### src/esof_pkg.sv
package esof_pkg;

    // Field widths
    localparam int COUNT_W = 16;
    localparam int SPEED_W = 32;
    localparam int TOTAL_W = 32;
    localparam int INNOV_W = SPEED_W + 1;
    localparam int PROD_W  = INNOV_W + 17;
    localparam int BAND_W  = 23;

    // Configuration register indexes
    localparam logic [1:0] REG_ALPHA     = 2'd0;
    localparam logic [1:0] REG_INV_LEFT  = 2'd1;
    localparam logic [1:0] REG_INV_RIGHT = 2'd2;

    // Register reset values
    localparam logic [15:0] ALPHA_RESET     = 16'd19661;
    localparam logic        INV_LEFT_RESET  = 1'b1;
    localparam logic        INV_RIGHT_RESET = 1'b0;

    // Filter constants in Q0.16 or Q16.16
    localparam logic [15:0] ALPHA_MIN     = 16'd3277;
    localparam logic [15:0] ALPHA_MAX     = 16'd62259;
    localparam logic [13:0] OUTLIER_SCALE = 14'd9830;
    localparam logic [14:0] BAND_SLOPE    = 15'd19661;
    localparam logic [BAND_W-1:0] BAND_BASE = BAND_W'(4 * 65536);
    localparam logic [BAND_W-1:0] BAND_CAP  = BAND_W'(25 * 65536);

    // Filter coefficients shared by both lanes
    typedef struct packed {
        logic [15:0] coef;
        logic [15:0] coef_gated;
    } coef_t;

    // Per-item control of one lane
    typedef struct packed {
        logic step;
        logic clear;
        logic first;
        logic invert;
    } lane_ctrl_t;

    // Values one lane reports for an item
    typedef struct packed {
        logic [15:0]        outliers;
        logic [TOTAL_W-1:0] total;
        logic [15:0]        delta;
        logic [15:0]        speed;
    } lane_result_t;

    // Clamp the written coefficient to the 0.05..0.95 band.
    function automatic logic [15:0] clamp_alpha(input logic [15:0] a);
        logic [15:0] r;
        r = a;
        if (a < ALPHA_MIN) begin
            r = ALPHA_MIN;
        end else if (a > ALPHA_MAX) begin
            r = ALPHA_MAX;
        end
        return r;
    endfunction

    // Coefficient used on an outlier: 0.15 of the clamped one, rounded down.
    function automatic logic [15:0] gate_alpha(input logic [15:0] a);
        logic [29:0] p;
        p = 30'(a) * 30'(OUTLIER_SCALE);
        return {2'b00, p[29:16]};
    endfunction

endpackage

### src/esof_lane.sv
module esof_lane
    import esof_pkg::*;
(
    input  logic               aclk,
    input  logic               aresetn,
    input  lane_ctrl_t         ctrl,
    input  logic [COUNT_W-1:0] count,
    input  coef_t              coefs,
    output lane_result_t       result
);

    logic [COUNT_W-1:0]        prev_count_reg, prev_count_next;
    logic [TOTAL_W-1:0]        total_reg, total_next;
    logic signed [SPEED_W-1:0] speed_reg, speed_next;
    logic [15:0]               delta_reg, delta_next;
    logic [15:0]               outliers_reg, outliers_next;

    logic [15:0]               delta_raw;
    logic [15:0]               delta_corr;
    logic signed [INNOV_W-1:0] innov;
    logic [INNOV_W-1:0]        innov_mag;
    logic [SPEED_W-1:0]        speed_mag;
    logic [37:0]               band_prod;
    logic [BAND_W-1:0]         band_sum;
    logic [BAND_W-1:0]         band;
    logic                      outlier;
    logic signed [PROD_W-1:0]  prod_norm;
    logic signed [PROD_W-1:0]  prod_gated;
    logic signed [PROD_W-1:0]  prod_sel;
    logic [15:0]               speed_int;

    // Wrapped difference to the previous reading, zero on the first tick.
    always_comb begin
        delta_raw = count - prev_count_reg;
        if (ctrl.first) begin
            delta_raw = '0;
        end
        delta_corr = ctrl.invert ? 16'(-delta_raw) : delta_raw;
    end

    // Innovation against the current estimate, in Q16.16.
    always_comb begin
        innov     = $signed({delta_corr[15], delta_corr, 16'h0000})
                  - $signed({speed_reg[SPEED_W-1], speed_reg});
        innov_mag = innov[INNOV_W-1] ? INNOV_W'(-innov) : INNOV_W'(innov);
        speed_mag = speed_reg[SPEED_W-1] ? SPEED_W'(-speed_reg) : SPEED_W'(speed_reg);
    end

    // Credible band: 4 + 0.3 * |speed|, capped at 25. Large speeds reach the cap.
    always_comb begin
        band_prod = 38'(speed_mag[22:0]) * 38'(BAND_SLOPE);
        band_sum  = BAND_BASE + BAND_W'(band_prod[37:16]);
        if (speed_mag[SPEED_W-1:23] != '0 || band_sum > BAND_CAP) begin
            band = BAND_CAP;
        end else begin
            band = band_sum;
        end
        outlier = innov_mag > INNOV_W'(band);
    end

    // Both candidate updates run in parallel; the band test picks one.
    always_comb begin
        prod_norm  = $signed({1'b0, coefs.coef}) * innov;
        prod_gated = $signed({1'b0, coefs.coef_gated}) * innov;
        prod_sel   = outlier ? prod_gated : prod_norm;
    end

    // Next lane state.
    always_comb begin
        prev_count_next = prev_count_reg;
        total_next      = total_reg;
        speed_next      = speed_reg;
        delta_next      = delta_reg;
        outliers_next   = outliers_reg;
        if (ctrl.clear) begin
            speed_next    = '0;
            delta_next    = '0;
            outliers_next = '0;
        end else begin
            prev_count_next = count;
            delta_next      = delta_corr;
            total_next      = total_reg + TOTAL_W'($signed(delta_corr));
            speed_next      = speed_reg + $signed(prod_sel[SPEED_W+15:16]);
            if (outlier) begin
                outliers_next = outliers_reg + 16'd1;
            end
        end
    end

    // Speed truncated toward zero to whole pulses per tick.
    always_comb begin
        speed_int = speed_next[SPEED_W-1:16];
        if (speed_next[SPEED_W-1] && speed_next[15:0] != '0) begin
            speed_int = speed_int + 16'd1;
        end
    end

    always_ff @(posedge aclk) begin
        if (!aresetn) begin
            prev_count_reg <= '0;
            total_reg      <= '0;
            speed_reg      <= '0;
            delta_reg      <= '0;
            outliers_reg   <= '0;
        end else if (ctrl.step) begin
            prev_count_reg <= prev_count_next;
            total_reg      <= total_next;
            speed_reg      <= speed_next;
            delta_reg      <= delta_next;
            outliers_reg   <= outliers_next;
        end
    end

    assign result.speed    = speed_int;
    assign result.delta    = delta_next;
    assign result.total    = total_next;
    assign result.outliers = outliers_next;

endmodule

### config.mk
export PLATFORM = sky130hd
export DESIGN_NAME = esof_lane
export DESIGN_NICKNAME = d
export VERILOG_FILES = /design/src/esof_pkg.sv /design/src/esof_lane.sv
export SDC_FILE = /design/constraint.sdc
export NUM_CORES = 2
export LEC_CHECK = 0
export BUFFER_PORTS_ARGS = -buffer_cell sky130_fd_sc_hd__buf_4
export CAP_MARGIN = 15
export CORE_MARGIN = 1
export CORE_UTILIZATION = 50
export DETAILED_ROUTE_END_ITERATION = 6
export PLACE_DENSITY = 0.69
export SYNTH_ARGS = -nofsm -noshare
export SYNTH_HDL_FRONTEND = slang
export SYNTH_SLANG_ARGS = --single-unit
### constraint.sdc
create_clock -name aclk -period 22.1 [get_ports aclk]
set_input_delay 1.105 -clock aclk [delete_from_list [all_inputs] [get_ports aclk]]
set_output_delay 1.105 -clock aclk [all_outputs]
set_load 0.02 [all_outputs]
# After elaboration in Yosys (flattened, before gate mapping)
# Cells that the tools add are included.
# totals
regBits,96
output_inout_bits,80
elab_cells,37
in_bits,54
# op_classes
n_addsub,10
order_cmp,2
n_mux,12
bitwise_logic,1
reduce_logical,5
multipliers,3
# ops
operator,count
17-bit by 33-bit multiplier with 48-bit output,2
16-bit two-way mux,6
32-bit two-way mux,3
32-bit adder,2
48-bit two-way mux,1
23-bit by 15-bit multiplier with 38-bit output (second input constant),1
33-bit by 23-bit greater-than comparator with 1-bit output,1
33-bit two-way mux,1
33-bit negation,1
32-bit by 32-bit subtractor with 33-bit output,1
16-bit by 1-bit adder with 16-bit output (second input constant),2
32-bit negation,1
19-bit by 22-bit adder with 23-bit output (first input constant),1
23-bit by 21-bit greater-than comparator with 1-bit output (second input constant),1
23-bit two-way mux,1
16-bit negation,1
16-bit nonzero test,1
16-bit subtractor,1
9-bit nonzero test,1
2-bit AND reduction,1
1-bit logical AND,1
1-bit logical OR,1
1-bit NOT,1

# Logic depth before layout (Yosys ltp)
# depth
depth_word,14
ltp_mapped,71
mapped_depth_nobuf,66

# Worst setup path before layout
# Ideal clock, no wire load.
# synth_timing
kind,register to output
start,register speed_reg[0]
end,output port result[12] (netlist bit)
stages_incl_launch_ff,70
setup_slack_ns,5.572
required_time_ns,20.995
t_arrival_ns,15.423
path_buffers,5
cell_sequence,dfxtp_1 > clkbuf_1 > clkbuf_1 > inv_1 > ha_1 > or3b_1 > or4_1 > buf_2 > or3_1 > o31ai_1 > xnor2_1 > ha_1 > ha_1 > inv_1 > fa_1 > inv_1 > fa_1 > fa_1 > (+34 left out) > or3b_2 > o21ai_0 > ha_1 > a211oi_1 > nand2_1 > or4b_2 > o21ai_0 > o21ai_0 > a221o_1 > a21oi_1 > nor2b_1 > o21ai_0 > a21oi_1 > xnor2_1 > xor2_4 > nand4b_4 > nor3_2 > xor2_1
# synth_lines
element,line_no,source
start: declaration,esof_lane.sv:14,"logic signed [SPEED_W-1:0] speed_reg, speed_next;"
start signal: assignment,esof_lane.sv:108,speed_reg <= speed_next;
end: declaration,esof_lane.sv:9,output lane_result_t result

==> out/qor.yml <==
vias: 41400
yosysWarnings: 0
synth_top_area_share: 0.414
drtPass1Iterations: 6
synthSimpleGateAreaFrac: 0.179
clkLatencyLatePin_ns: 0.38
cp-end-kind: "primary output"
die_area_sq_um: 107000
synthXorXnorAreaFrac: 0.0469
grt_remaining_overflow: 0
synthMuxAreaShare: 0.00592
hold_path_class: "register to register"
synthTopCellsByArea: "fa_1 41%, ha_1 12%, inv_1 9.4%"
drv_slew: 0
gp_congestion: 0.929
cpPeakStageDelay_ns: 0.88
synthArstFlopShare: 0
synth_top_family_by_area: "adder cells"
hold_viol_final: 0
synth_top_area_cell: "fa_1"
chipWidth_microns: 326
cts_buffers: 9
avgSynthCellArea_sq_um: 8.46
cts_root_buffer: "clkbuf_16"
vias_per_cell: 5.51
cp.required_ns: 21.00
finClkSkew_ns: 0.0157
outcome: "complete, no violations"
core.rowCount: 118
placedCellCount: 7497
synth-compound-area-share: 0.0787
cts_resized: 0
initial_core_util: 0.506
dp_hpwl_microns: 108000
cts_setup_buffers: 0
grt_usage: 0.270
die_h_microns: 326
cts_max_path_buffers: 2
syn_inst: 6221
start_kind: "register"
fmax_ghz: 0.0518
worstPathArrival_ns: 18.19
period_minus_slack_ns: 19.30
setup_viol: 0
max-cap-violations: 0
drtAntennaViolNets: 0
ys_seq_area_frac: 0.0365
nets: 7791
grt_max_degree: 83
synth_edf_count: 0
drive_above_1_share: 0.0479
portBuffers: 133
first_global_vias: 43900
grt_first_pass_wirelength_microns: 230000
grt_setup_unrepaired: "false"
synth.distinct_cells: 90
tightest_slew_ns: 1.20
drc: 0
period_share: 0.873
area_growth_pct: 5.02
htree_levels: 3
path_max_fanout: 67
slowest_stage: "and4b_4"
routed_wl_microns: 140000
cts_tree: "done"
slew-limit-headroom: 0.198
setup_tns_ns: 0
io_pins: 134
antenna_found_initial: 2
coreArea_sq_um: 104000
cts.sinks: 96
holdBufCountCts: 0
ys_seq_elements: 96
path_clk_slew_ns: 0.08
critical_path_class: "register to primary output"
syn_area_sq_um: 52600
synth-main-ff-cell: "dfxtp_1"
drt_iter0_markers: 2453
synth_adder_area_share: 0.538
wl_per_cell_microns: 18.6
final_cell_count_no_fill: 7515
[per-stage QoR]
step / hold WS (ns) / setup slack, ns / cell area, sq um / util
detailed placement: 0.447 / 3.43 / 55000 / 0.529
floorplan: 0.436 / 5.57 / 52600 / -
CTS: 0.457 / 2.96 / 55300 / 0.532
finish: 0.458 / 2.80 / 55300 / 0.532
global route: 0.481 / 1.55 / 55300 / 0.532
global placement: 0.442 / 3.89 / 55000 / 0.529
[layer usage]
layer / wire length (microns) / share of wire / track usage
met3: 7520 / 0.054 / 0.0259
met5: 0 / 0 / 0
met4: 4440 / 0.032 / 0.0799
met1: 56800 / 0.41 / 0.346
met2: 71100 / 0.51 / 0.483
[logic make-up (layout without fill, tap and decap cells)]
| group | count (synthesis) | count (layout) |
|---|---|---|
| adder cells (fa/ha/maj) | 1609 | 1609 |
| other | 1 | 4 |
| buffers and inverters | 1612 | 1523 |
| AO/OA/AOI/OAI | 649 | 649 |
| XOR/XNOR | 280 | 280 |
| flip-flops | 96 | 96 |
| AND/OR/NAND/NOR | 1945 | 1945 |
| multiplexers | 29 | 29 |
[worst paths after layout]
path / start / end / slack (ns) / depth (start not counted)
max reg2reg: speed_reg[0] / speed_reg[31] / 4.72 / 66
min reg2reg: prev_count_reg[13] / prev_count_reg[13] / 0.46 / 2
min: prev_count_reg[13] / prev_count_reg[13] / 0.46 / 2
max: speed_reg[0] / result[12] / 2.80 / 68
[layout by cell type (no fill, tap or decap), drive strengths merged, types with 16 or more instances in the layout]
| master | Yosys | layout |
|---|---|---|
| a211oi | 22 | 22 |
| a21o | 57 | 57 |
| a21oi | 204 | 204 |
| a31oi | 20 | 20 |
| and2 | 435 | 435 |
| and3 | 44 | 44 |
| buf | 20 | 185 |
| dfxtp | 96 | 96 |
| fa | 1088 | 1088 |
| ha | 521 | 521 |
| inv | 1320 | 1322 |
| mux2i | 22 | 22 |
| nand2 | 864 | 864 |
| nand2b | 35 | 35 |
| nand3 | 66 | 66 |
| nand4 | 20 | 20 |
| nor2 | 247 | 247 |
| nor2b | 27 | 27 |
| nor3 | 81 | 81 |
| nor4 | 27 | 27 |
| o21a | 41 | 41 |
| o21ai | 139 | 139 |
| o21bai | 16 | 16 |
| o31ai | 26 | 26 |
| or2 | 19 | 19 |
| or3 | 24 | 24 |
| xnor2 | 178 | 178 |
| xor2 | 102 | 102 |
[cells in the mapped netlist, types with 6 or more instances]
cell       count
nand4_1       20
nand2b_1      35
a211o_1        7
o21ai_0      138
or4_1         10
nor3b_1        6
nor4_1        23
nand2_1      864
ha_1         521
o211ai_1       8
and2_1       435
a211oi_1      22
nor2b_1       27
and3_1        44
fa_1        1088
or3b_2         7
nand3_1       66
nor3_1        76
o21bai_1      16
buf_2          8
nor2_1       247
a21o_1        57
o41ai_1        8
inv_1       1320
mux2i_1       21
buf_1         12
dfxtp_1       96
o2111ai_1     14
or2_2         19
a31oi_1       20
o31ai_1       26
a2111oi_0     12
or3_1         24
nand3b_1       8
xor2_1       101
clkbuf_1     270
a21oi_1      204
a22oi_1       13
o21a_1        41
xnor2_1      178
[critical path, delay by kind of cell, from the launching register on]
kind                       cells  cell delay, ns
buffers and inverters          9            1.37
AOI/OAI and AO/OA             26            5.38
adders and majority gates     10            3.60
and+or+nand+nor               18            5.30
xor gates and xnor gates       5            1.79
DFF                            1            0.31
[area by class of cell]
type	count	area, sq um
Timing Repair Buffer	185	1390
Multi-Input combinational cell	4514	45000
Clock buffer	11	243
Sequential cell	96	1920
Tap cell	1380	1730
Fill cell	9854	48700
Inverter	1322	4960
Antenna cell	2	5.00
Clock inverter	5	63.8
Power is not shown: default switching activity piles up to over one toggle a cycle in this logic, so the estimate is an artifact.
