<file path="src/esof_pkg.sv">
package esof_pkg;

    // Field widths
    localparam int COUNT_W = 16;
    localparam int SPEED_W = 32;
    localparam int TOTAL_W = 32;
    localparam int INNOV_W = SPEED_W + 1;
    localparam int PROD_W  = INNOV_W + 17;
    localparam int BAND_W  = 23;

    // Configuration register indexes
    localparam logic [1:0] REG_ALPHA     = 2'd0;
    localparam logic [1:0] REG_INV_LEFT  = 2'd1;
    localparam logic [1:0] REG_INV_RIGHT = 2'd2;

    // Register reset values
    localparam logic [15:0] ALPHA_RESET     = 16'd19661;
    localparam logic        INV_LEFT_RESET  = 1'b1;
    localparam logic        INV_RIGHT_RESET = 1'b0;

    // Filter constants in Q0.16 or Q16.16
    localparam logic [15:0] ALPHA_MIN     = 16'd3277;
    localparam logic [15:0] ALPHA_MAX     = 16'd62259;
    localparam logic [13:0] OUTLIER_SCALE = 14'd9830;
    localparam logic [14:0] BAND_SLOPE    = 15'd19661;
    localparam logic [BAND_W-1:0] BAND_BASE = BAND_W'(4 * 65536);
    localparam logic [BAND_W-1:0] BAND_CAP  = BAND_W'(25 * 65536);

    // Filter coefficients shared by both lanes
    typedef struct packed {
        logic [15:0] coef;
        logic [15:0] coef_gated;
    } coef_t;

    // Per-item control of one lane
    typedef struct packed {
        logic step;
        logic clear;
        logic first;
        logic invert;
    } lane_ctrl_t;

    // Values one lane reports for an item
    typedef struct packed {
        logic [15:0]        outliers;
        logic [TOTAL_W-1:0] total;
        logic [15:0]        delta;
        logic [15:0]        speed;
    } lane_result_t;

    // Clamp the written coefficient to the 0.05..0.95 band.
    function automatic logic [15:0] clamp_alpha(input logic [15:0] a);
        logic [15:0] r;
        r = a;
        if (a < ALPHA_MIN) begin
            r = ALPHA_MIN;
        end else if (a > ALPHA_MAX) begin
            r = ALPHA_MAX;
        end
        return r;
    endfunction

    // Coefficient used on an outlier: 0.15 of the clamped one, rounded down.
    function automatic logic [15:0] gate_alpha(input logic [15:0] a);
        logic [29:0] p;
        p = 30'(a) * 30'(OUTLIER_SCALE);
        return {2'b00, p[29:16]};
    endfunction

endpackage

</file>
<file path="src/esof_out_buf.sv">
module esof_out_buf
    import esof_pkg::*;
#(
    parameter int WIDTH = 160
) (
    input  logic             aclk,
    input  logic             aresetn,
    input  logic             in_valid,
    output logic             in_ready,
    input  logic [WIDTH-1:0] in_data,
    output logic             out_valid,
    input  logic             out_ready,
    output logic [WIDTH-1:0] out_data
);

    logic             head_valid_reg, head_valid_next;
    logic             skid_valid_reg, skid_valid_next;
    logic [WIDTH-1:0] head_reg, head_next;
    logic [WIDTH-1:0] skid_reg, skid_next;
    logic             push;
    logic             pop;

    assign in_ready = !skid_valid_reg;
    assign push     = in_valid && in_ready;
    assign pop      = head_valid_reg && out_ready;

    // Two-entry buffer: the skid entry catches a transfer while the head stalls.
    always_comb begin
        head_valid_next = head_valid_reg;
        skid_valid_next = skid_valid_reg;
        head_next       = head_reg;
        skid_next       = skid_reg;
        if (!head_valid_reg || pop) begin
            if (skid_valid_reg) begin
                head_next       = skid_reg;
                head_valid_next = 1'b1;
                skid_valid_next = 1'b0;
            end else if (push) begin
                head_next       = in_data;
                head_valid_next = 1'b1;
            end else begin
                head_valid_next = 1'b0;
            end
        end else if (push) begin
            skid_next       = in_data;
            skid_valid_next = 1'b1;
        end
    end

    always_ff @(posedge aclk) begin
        if (!aresetn) begin
            head_valid_reg <= 1'b0;
            skid_valid_reg <= 1'b0;
        end else begin
            head_valid_reg <= head_valid_next;
            skid_valid_reg <= skid_valid_next;
        end
        head_reg <= head_next;
        skid_reg <= skid_next;
    end

    assign out_valid = head_valid_reg;
    assign out_data  = head_reg;

endmodule

</file>
<file path="config.mk">
export PLATFORM = sky130hd
export DESIGN_NAME = esof_out_buf
export DESIGN_NICKNAME = d
export VERILOG_FILES = /design/src/esof_pkg.sv /design/src/esof_out_buf.sv
export SDC_FILE = /design/constraint.sdc
export NUM_CORES = 1
export LEC_CHECK = 0
export BUFFER_PORTS_ARGS = -buffer_cell sky130_fd_sc_hd__buf_4
export CORE_UTILIZATION = 55
export DETAILED_ROUTE_END_ITERATION = 8
export PLACE_DENSITY = 0.83
export SETUP_SLACK_MARGIN = 0.3
export SLEW_MARGIN = 20
export SYNTH_ARGS = -nofsm -noshare
export SYNTH_HDL_FRONTEND = slang
export SYNTH_SLANG_ARGS = --single-unit
</file>
<file path="constraint.sdc">
create_clock -name aclk -period 28.6 [get_ports aclk]
set_input_delay 5.72 -clock aclk [delete_from_list [all_inputs] [get_ports aclk]]
set_output_delay 5.72 -clock aclk [all_outputs]
set_load 0.005 [all_outputs]
</file>
Word-level counts from Yosys, hierarchy flattened:

Index checks and enable logic that the tools add are counted.

* muxes and demuxes: 4
* bitwise operators: 2
* reductions and logical operators: 9

Operator list (count)
* 160-bit 2-to-1 mux: 2
* 2-bit AND reduction: 2
* 1-bit logical AND: 2
* 1-bit zero test: 2
* 1-bit 2-to-1 mux: 2
* 1-bit NOT: 2
* 2-bit nonzero test: 1
* 2-bit OR reduction: 1
* 1-bit logical OR: 1

* bits in registers: 322
* input bits: 164
* output and inout port bits: 162
* logic and storage cells: 19

Logic depth before layout (Yosys ltp):

Gate-level depths: netlist of run 1.

* depth after elaboration: 4
* depth in mapped cells: 4
* gate-level depth less buffers: 2

Worst setup path after synthesis of run 1:

No wires, ideal clock.

* path type: input to register
* start: input out_ready
* end: register skid_reg[0] (enable)
* setup time: 907 ps
* arrival time: 17467 ps
* data required time: 27693 ps
* setup slack: 10225 ps
* stages on the path: 2
* buffers on the path: 0
* cell sequence: nand2b_1 nor3b_1

* longest elaborated chain between the ends: 4

Ends and longest elaborated chain
* start: declaration: line esof_out_buf.sv:12 `input logic out_ready,`
* 1-bit logical AND: line esof_out_buf.sv:25 `assign pop = head_valid_reg && out_ready;`
* 1-bit logical OR: line esof_out_buf.sv:33 `if (!head_valid_reg || pop) begin`
* 1-bit NOT (no source line)
* 2-bit AND reduction (no source line)
* end signal: assignment: line esof_out_buf.sv:59 `skid_reg <= skid_next;`
* end: declaration: line esof_out_buf.sv:19 `logic [WIDTH-1:0] skid_reg, skid_next;`

Every way passes these cells.
A chain may end at the register's enable or synchronous reset.

Worst setup path in the final report of run 1:

* start: input out_ready
* end: register skid_reg[44] (enable)

The elaborated chain is that of the path after synthesis.

==> flow_summary.ini, run 1 <==
[power_and_ir_drop]
p_int_uw = 808
p_sw_uw = 197
p_total_uw = 1010
p_leak_uw = 0.00589
netSwitchingFraction_pct = 19.6
pwr-share-clk_pct = 37.4
power.density_cell_area_mw_per_mm2 = 64.7
p_comb_share_pct = 7.7
share_seq_of_total_power_pct = 55.0
ir_worst_vdd_mv = 0.0490

[setup_path]
worstSetupPathType = input pin to flip-flop
slowest_stage = buf_4
r2r_end = out_data[85]
arrival_ns = 8.10
slowest_delay_ns = 0.93
start_kind = input pin
end_kind = flip-flop
crit_required_ns = 28.76
path_buf_inv = 3
crit_cells = 5
reg2reg_slack_ns = 25.30
rr_startpoint = skid_valid_reg
crit_start = out_ready
crit_family = buffers and inverters
critPathMaxFanout = 81
ff2ff_path_depth = 3
cp-endpoint = skid_reg[44]
crit_top_cell = buf_4
path_cells = buf_4 > nand2b_1 > nor3b_2 > buf_4 > buf_4

[route]
ant_nets = 0
wirelength_mm = 23.0
wire_per_inst_um = 20.0
drc = 0
vias_per_cell = 5.25
first_pass_iters = 4
vias = 6036
drt_iter0_markers = 246

[timing]
hold_viol = 0
max_freq_mhz = 126
min_period_ns = 7.94
rsz0062_at_grt = false
finalClockSkew_ns = 0.0106
fin_crit_sh_pct = 27.8
slew_headroom_pct = 29.1
tns_ns = 0
hold_ws_ns = 0.542
setup_viol = 0
worst_slew_pin_slew_ns = 1.06
report.final.slew_viol_count = 0

[grt]
grt_pass1_wl_mm = 34.4
antenna_found_initial = 0
grt_pass1_vias = 6378
grt_use_total_pct = 20.3
grt_max_degree = 82
grt_overflow = 0

[cts]
ctsHoldBuffers = 0
clockRootBuffer = clkbuf_16
cts_buffers = 31
clkLatencyLatePin_ns = 0.54
numClockSinks = 322
clk_path_buf_depth = 3
cts_resized = 0
clk_pin_slew_ns = 0.06
cts_tree = built
postCtsSetupBuffers = 0
cts-htree-levels = 1

[cells_and_area]
drive_gt1_share_pct = 61.1
regArea_mm2 = 0.00965
fill_cells = 1247
layout_commonest_cell = buf_4
area_growth_pct = 30.5
utilization_pct = 73.6
antenna_cells = 0
multi_input_area_mm2 = 0.00211
layout_common_cells = buf_4, edfxtp_1, mux2_2, mux2_4, clkbuf_16
final_net_count = 1017

[die]
die_w_um = 149
rows = 53
die-area_mm2 = 0.0222
io_pins = 326
coreArea_mm2 = 0.0211
fp.dieH_um = 149
start_util_pct = 56.4

[yosys]
synth_warnings = 0
synth_cells = 507
synth.ff_latch_count = 322
yosysSeqAreaShare_pct = 81.1
synthesis.nets = 671
syn_area_mm2 = 0.0119
syn_area_per_cell_um2 = 23.5
synth.distinct_cells = 12

[job]
maxCapViolations = 0

[placement]
globalplace.congestion = 0.760
numPortBuffers = 325
hpwl_mm = 15.5

[worst_hold_path]
hold_class = flip-flop to flip-flop

[status]
status = finished, final reports clean
## metal layers
metal	share of wire, %	wire length, um	GRT usage [%]
met5	0	0	0
met4	2.9	662	6.63
met3	9.8	2260	6.39
met2	50	11500	34.9
met1	37	8590	24.4
## how the worst min path moves through the flow
| stage | end | slack, ns | startpoint | depth (start not counted) |
|---|---|---|---|---|
| final | out_data[119] | 0.54 | skid_reg[119] | 1 |
| after detailed placement | out_data[157] | 0.53 | skid_reg[157] | 1 |
| after CTS | out_data[103] | 0.54 | skid_reg[103] | 1 |
| after global placement | skid_valid_reg | 0.52 | out_valid | 2 |
| after global routing | out_data[119] | 0.56 | skid_reg[119] | 1 |
| after floorplan | skid_valid_reg | 0.51 | out_valid | 2 |
## power by group through the flow
stage	clock [uW]	combinational [uW]	sequential (uW)
after detailed placement	0	77.6	563
after CTS	383	78.2	553
final	375	77.1	553
after floorplan	0	25.5	568
after global routing	400	82.5	554
after global placement	0	74.9	562
## Yosys cell counts, drive strengths merged
cell type    n  area [um2]
nor3b        2        15.0
inv          1        3.75
dfxtp        2        40.0
edfxtp     320        9610
nor2b        1        6.26
nand2b       1        6.26
nor2         1        3.75
a21boi       1        7.51
buf         18         146
mux2       160        2060
## per-stage QoR
| stage | setup slack (ns) | cell area, um2 | std cells |
|---|---|---|---|
| floorplan | 10.23 | 11900 | 507 |
| global placement | 20.18 | 14600 | 1095 |
| detailed placement | 20.11 | 14600 | 1095 |
| CTS | 20.69 | 15500 | 1150 |
| global route | 20.50 | 15500 | 1150 |
| finish | 20.66 | 15500 | 1150 |
## final cells by class
type	instances	area share, %
clock buffers	39	5.19
clock inverters	16	0.814
inverters	1	0.0242
multi-input cells	166	13.6
flip-flops and latches	322	62.2
well taps	275	2.22
repair buffers	331	16.0
## kinds of logic (layout without fill, tap and decap cells)
group,Yosys count,count (layout),share of synthesized area [%]
and+or+nand+nor,5,5,0.263
muxes,160,160,17.3
buffers and inverters,19,387,1.26
AOI/OAI and AO/OA,1,1,0.0631
DFF,322,322,81.1
(Power assumes the default switching activity.)
==> run 2, diff against run 1 <==
--- a/config.mk
+++ b/config.mk
@@ -6,9 +6,9 @@
 export NUM_CORES = 1
 export LEC_CHECK = 0
 export BUFFER_PORTS_ARGS = -buffer_cell sky130_fd_sc_hd__buf_4
-export CORE_UTILIZATION = 55
+export CORE_UTILIZATION = 47
 export DETAILED_ROUTE_END_ITERATION = 8
-export PLACE_DENSITY = 0.83
+export PLACE_DENSITY = 0.76
 export SETUP_SLACK_MARGIN = 0.3
 export SLEW_MARGIN = 20
 export SYNTH_ARGS = -nofsm -noshare
==> constraint.sdc (replaced) <==
create_clock -name aclk -period 6.86 [get_ports aclk]
set_input_delay 1.372 -clock aclk [delete_from_list [all_inputs] [get_ports aclk]]
set_output_delay 1.372 -clock aclk [all_outputs]
set_load 0.005 [all_outputs]
==> flow_summary.ini, run 2 (same netlist as run 1, synthesis figures left out) <==
[setup_path]
critPathMaxFanout = 75
worstSetupPathType = input pin to flip-flop
start_kind = input pin
arrival_ns = 3.39
end_kind = flip-flop
crit_required_ns = 6.97
reg2reg_slack_ns = 4.02

[timing]
hold_viol = 0
tns_ns = 0
worst_slew_pin_slew_ns = 1.05
layout_setup_ws_ns = 3.57
finalClockSkew_ns = 0.0121
setup_viol = 0
min_period_ns = 3.29
rsz0062_at_grt = false
report.final.slew_viol_count = 0
max_freq_mhz = 304
fin_crit_sh_pct = 47.9
slew_headroom_pct = 30.3

[power_and_ir_drop]
netSwitchingFraction_pct = 19.4
power.density_cell_area_mw_per_mm2 = 287
p_comb_share_pct = 7.1
share_seq_of_total_power_pct = 50.6
p_int_uw = 3670
p_total_uw = 4550
p_sw_uw = 884
pwr-share-clk_pct = 42.3
p_leak_uw = 0.00603
ir_worst_vdd_mv = 0.191

[die]
die_w_um = 161
fp.dieH_um = 161
io_pins = 326
rows = 57
start_util_pct = 48.3
coreArea_mm2 = 0.0246
die-area_mm2 = 0.0259

[cells_and_area]
area_growth_pct = 33.4
final_net_count = 1019
layout_commonest_cell = buf_4
layout_common_cells = buf_4, edfxtp_1, mux2_2, mux2_4, clkbuf_16
fill_cells = 1692
drive_gt1_share_pct = 62.3
antenna_cells = 0

[route]
drt_iter0_markers = 362
wire_per_inst_um = 19.9
wirelength_mm = 23.9
vias = 5995
vias_per_cell = 4.98
first_pass_iters = 4
ant_nets = 0
drc = 0

[grt]
grt_use_total_pct = 18.2
grt_max_degree = 161
grt_overflow = 0
grt_pass1_wl_mm = 35.9
antenna_found_initial = 1
grt_pass1_vias = 6170

[job]
maxCapViolations = 0

[placement]
pre_cts_ws_ns = 3.06
numPortBuffers = 325
hpwl_mm = 15.3
globalplace.congestion = 0.830

[cts]
numClockSinks = 322
clk_path_buf_depth = 3
cts_buffers = 34
cts-htree-levels = 2
clkLatencyLatePin_ns = 0.49
clk_pin_slew_ns = 0.06
clockRootBuffer = clkbuf_16
postCtsSetupBuffers = 0
ctsHoldBuffers = 0
cts_resized = 0
cts_tree = built

[worst_hold_path]
hold_class = flip-flop to flip-flop

[status]
status = finished, final reports clean
## run 2: metrics by stage
step	cells	cell area, um2	util, %	hold WS (ns)
after floorplan	507	11900	-	0.523
after global placement	1143	14700	59.6	0.526
after detailed placement	1143	14700	59.6	0.532
after CTS	1204	15900	64.5	0.542
after global routing	1204	15900	64.5	0.556
final	1204	15900	64.5	0.544
## run 2: routing by layer
metal	up-vias	wire length, um	track usage, %
met5	-	13	0
met4	2	473	5.40
met3	44	2280	6.73
met2	244	11900	30.7
met1	2971	9260	22.0
li1	2734	-	-
## run 2: final cells by class
class,count,area (um2),area share (%)
repair buffers,330,2490,15.7
clock inverters,18,218,1.37
multi-input cells,166,2110,13.3
clock buffers,43,978,6.17
flip-flops and latches,322,9650,60.9
inverters,1,3.75,0.0237
well taps,324,405,2.56
## run 2: worst paths after layout
path                                startpoint            to  cells past startpoint
worst max-delay path                 out_ready  skid_reg[23]                      4
worst min-delay path              skid_reg[12]  out_data[12]                      1
worst max register to register  skid_valid_reg  skid_reg[23]                      2
worst min register to register    skid_reg[12]  out_data[12]                      1
## run 2: power groups by stage
stage | registers (uW) | clock network [uW] | logic [uW]
finish | 2300 | 1920 | 323
global route | 2310 | 2040 | 348
CTS | 2300 | 1970 | 329
detailed placement | 2340 | 0 | 326
global placement | 2340 | 0 | 319
floorplan | 2350 | 0 | 107
## run 2: critical path, stage by stage
cell      delay (ns)
buf_4           0.10
nand2b_1        0.21
nor3b_4         0.74
buf_4           0.89
==> run 3, diff against run 2 <==
--- a/config.mk
+++ b/config.mk
@@ -5,10 +5,11 @@
 export SDC_FILE = /design/constraint.sdc
 export NUM_CORES = 1
 export LEC_CHECK = 0
+export ABC_AREA = 1
 export BUFFER_PORTS_ARGS = -buffer_cell sky130_fd_sc_hd__buf_4
-export CORE_UTILIZATION = 47
+export CORE_UTILIZATION = 52
 export DETAILED_ROUTE_END_ITERATION = 8
-export PLACE_DENSITY = 0.76
+export PLACE_DENSITY = 0.8
 export SETUP_SLACK_MARGIN = 0.3
 export SLEW_MARGIN = 20
 export SYNTH_ARGS = -nofsm -noshare
==> constraint.sdc (replaced) <==
create_clock -name aclk -period 3.45 [get_ports aclk]
set_input_delay 0.69 -clock aclk [delete_from_list [all_inputs] [get_ports aclk]]
set_output_delay 0.69 -clock aclk [all_outputs]
set_load 0.005 [all_outputs]
==> flow_summary.ini, run 3 <==
[cells_and_area]
regArea_mm2 = 0.00965
final_net_count = 1342
area_growth_pct = 31.0
utilization_pct = 69.9
antenna_cells = 0
layout_commonest_cell = nand2_1
drive_gt1_share_pct = 31.7
multi_input_area_mm2 = 0.00186
final_area_mm2 = 0.0153
fill_cells = 1468
layout_common_cells = nand2_1, buf_4, edfxtp_1, clkbuf_16, clkinv_2

[cts]
clk_path_buf_depth = 3
clk_pin_slew_ns = 0.06
cts_resized = 0
clkLatencyLatePin_ns = 0.55
cts_tree = built
cts_buffers = 31
ctsHoldBuffers = 0
cts-htree-levels = 1
postCtsSetupBuffers = 0
numClockSinks = 322
clockRootBuffer = clkbuf_16

[grt]
grt_max_degree = 95
grt_overflow = 0
grt_pass1_vias = 7208
grt_use_total_pct = 21.4
antenna_found_initial = 0
grt_pass1_wl_mm = 38.4

[timing]
finalClockSkew_ns = 0.00727
worst_slew_pin_slew_ns = 0.861
tns_ns = 0
fin_crit_sh_pct = 69.0
max_freq_mhz = 420
setup_viol = 0
slew_headroom_pct = 42.6
report.final.slew_viol_count = 0
rsz0062_at_grt = false
hold_ws_ns = 0.320
hold_viol = 0
min_period_ns = 2.38

[placement]
hpwl_mm = 16.2
globalplace.congestion = 0.801
place_area_mm2 = 0.0144
numPortBuffers = 325

[yosys]
synth_cells = 847
ys_top_cells_by_count = nand2_1, edfxtp_1, buf_2
synth_top_family_by_area = simple AND/OR/NAND/NOR gates
synthSimpleGateAreaFrac_pct = 15.6
synth_edf_count = 320
synth_warnings = 0
netlist.area_leader.share_pct = 82.0
syn_area_per_cell_um2 = 13.8
synth.ff_latch_count = 322
synth_fa_ha_area_share_pct = 0
syn_area_mm2 = 0.0117
synth_xor_xnor_area_share_pct = 0
synthesis.nets = 1011
yosysSeqAreaShare_pct = 82.4
muxShareOfSynthArea_pct = 0
synth_compound_area_share_pct = 0.0855
synth_top_area_cell = edfxtp_1
synth_area_leaders = edfxtp_1, nand2_1, buf_2, buf_6, dfxtp_1
synth.distinct_cells = 13
ys.flop_type = edfxtp_1
synthArstFlopShare_pct = 0
synth_most_common_cell = nand2_1

[route]
vias = 7317
drt_iter0_markers = 550
wire_per_inst_um = 16.9
vias_per_cell = 4.93
first_pass_iters = 7
ant_nets = 0
wirelength_mm = 25.1
drc = 42

[setup_path]
reg2reg_slack_ns = 1.35
start_kind = flip-flop
ff2ff_path_depth = 3
rr_startpoint = skid_valid_reg
critPathMaxFanout = 46
r2r_end = out_data[156]
crit_required_ns = 2.76
worstSetupPathType = flip-flop to primary output
arrival_ns = 1.69
end_kind = primary output

[job]
maxCapViolations = 0

[status]
violations = design-rule violations
status = finished with violations

[worst_hold_path]
hold_path_end = skid_reg[30]
whs_path_depth = 1
min-delay-start = in_data[30]
hold_class = input pin to flip-flop

[power_and_ir_drop]
power.density_cell_area_mw_per_mm2 = 543
p_leak_uw = 0.00647
ir_worst_vdd_mv = 0.464
p_total_uw = 8330

[die]
start_util_pct = 53.3
io_pins = 326
coreArea_mm2 = 0.0220
die-area_mm2 = 0.0231
die_w_um = 152
fp.dieH_um = 152
rows = 54
[run 3: cell families after synthesis]
kind of cell / Yosys count
compound gates: 2
buf+inv: 37
flops: 322
simple gates: 486
[run 3: report_power, final]
part           switching (uW)  internal, uW
clock network            1370          1720
logic                     313           328
registers                61.9          4540
total                    1740          6590
[run 3: worst max-delay path by stage]
| stage | start | end | slack, ns | cells past startpoint |
|---|---|---|---|---|
| 2_1_floorplan | out_ready | out_data[0] | -0.32 | 2 |
| 5_1_grt | skid_valid_reg | in_ready | 0.96 | 2 |
| 3_3_place_gp | out_ready | out_data[2] | 1.29 | 4 |
| 6_report | skid_valid_reg | in_ready | 1.07 | 2 |
| 4_1_cts | skid_valid_reg | in_ready | 1.04 | 2 |
| 3_5_place_dp | out_ready | out_data[49] | 1.27 | 4 |
[run 3: area by class of cell]
cell class                 instances  area share (%)
multi-input combinational        488            12.1
timing repair buffer             333            16.5
clock buffer                      39            5.25
clock inverter                    19           0.742
sequential                       322            62.9
inverter                           2           0.147
tap                              280            2.28
[run 3: per-stage QoR]
step	cells	setup WS (ns)
CTS	1483	1.04
global placement	1425	1.29
detailed placement	1425	1.27
global route	1483	0.965
floorplan	847	-0.324
finish	1483	1.07
[run 3: critical path, stage by stage, from the launching register on]
cell     delay (ns)
dfxtp_4        0.69
inv_4          0.23
buf_4          0.20
[run 3: routing by layer]
layer	routed length [um]	vias up	GRT usage [%]
met5	0	-	0
met4	877	0	8.70
met3	2050	53	5.02
met2	12700	320	36.4
met1	9480	3413	26.4
li1	-	3531	-
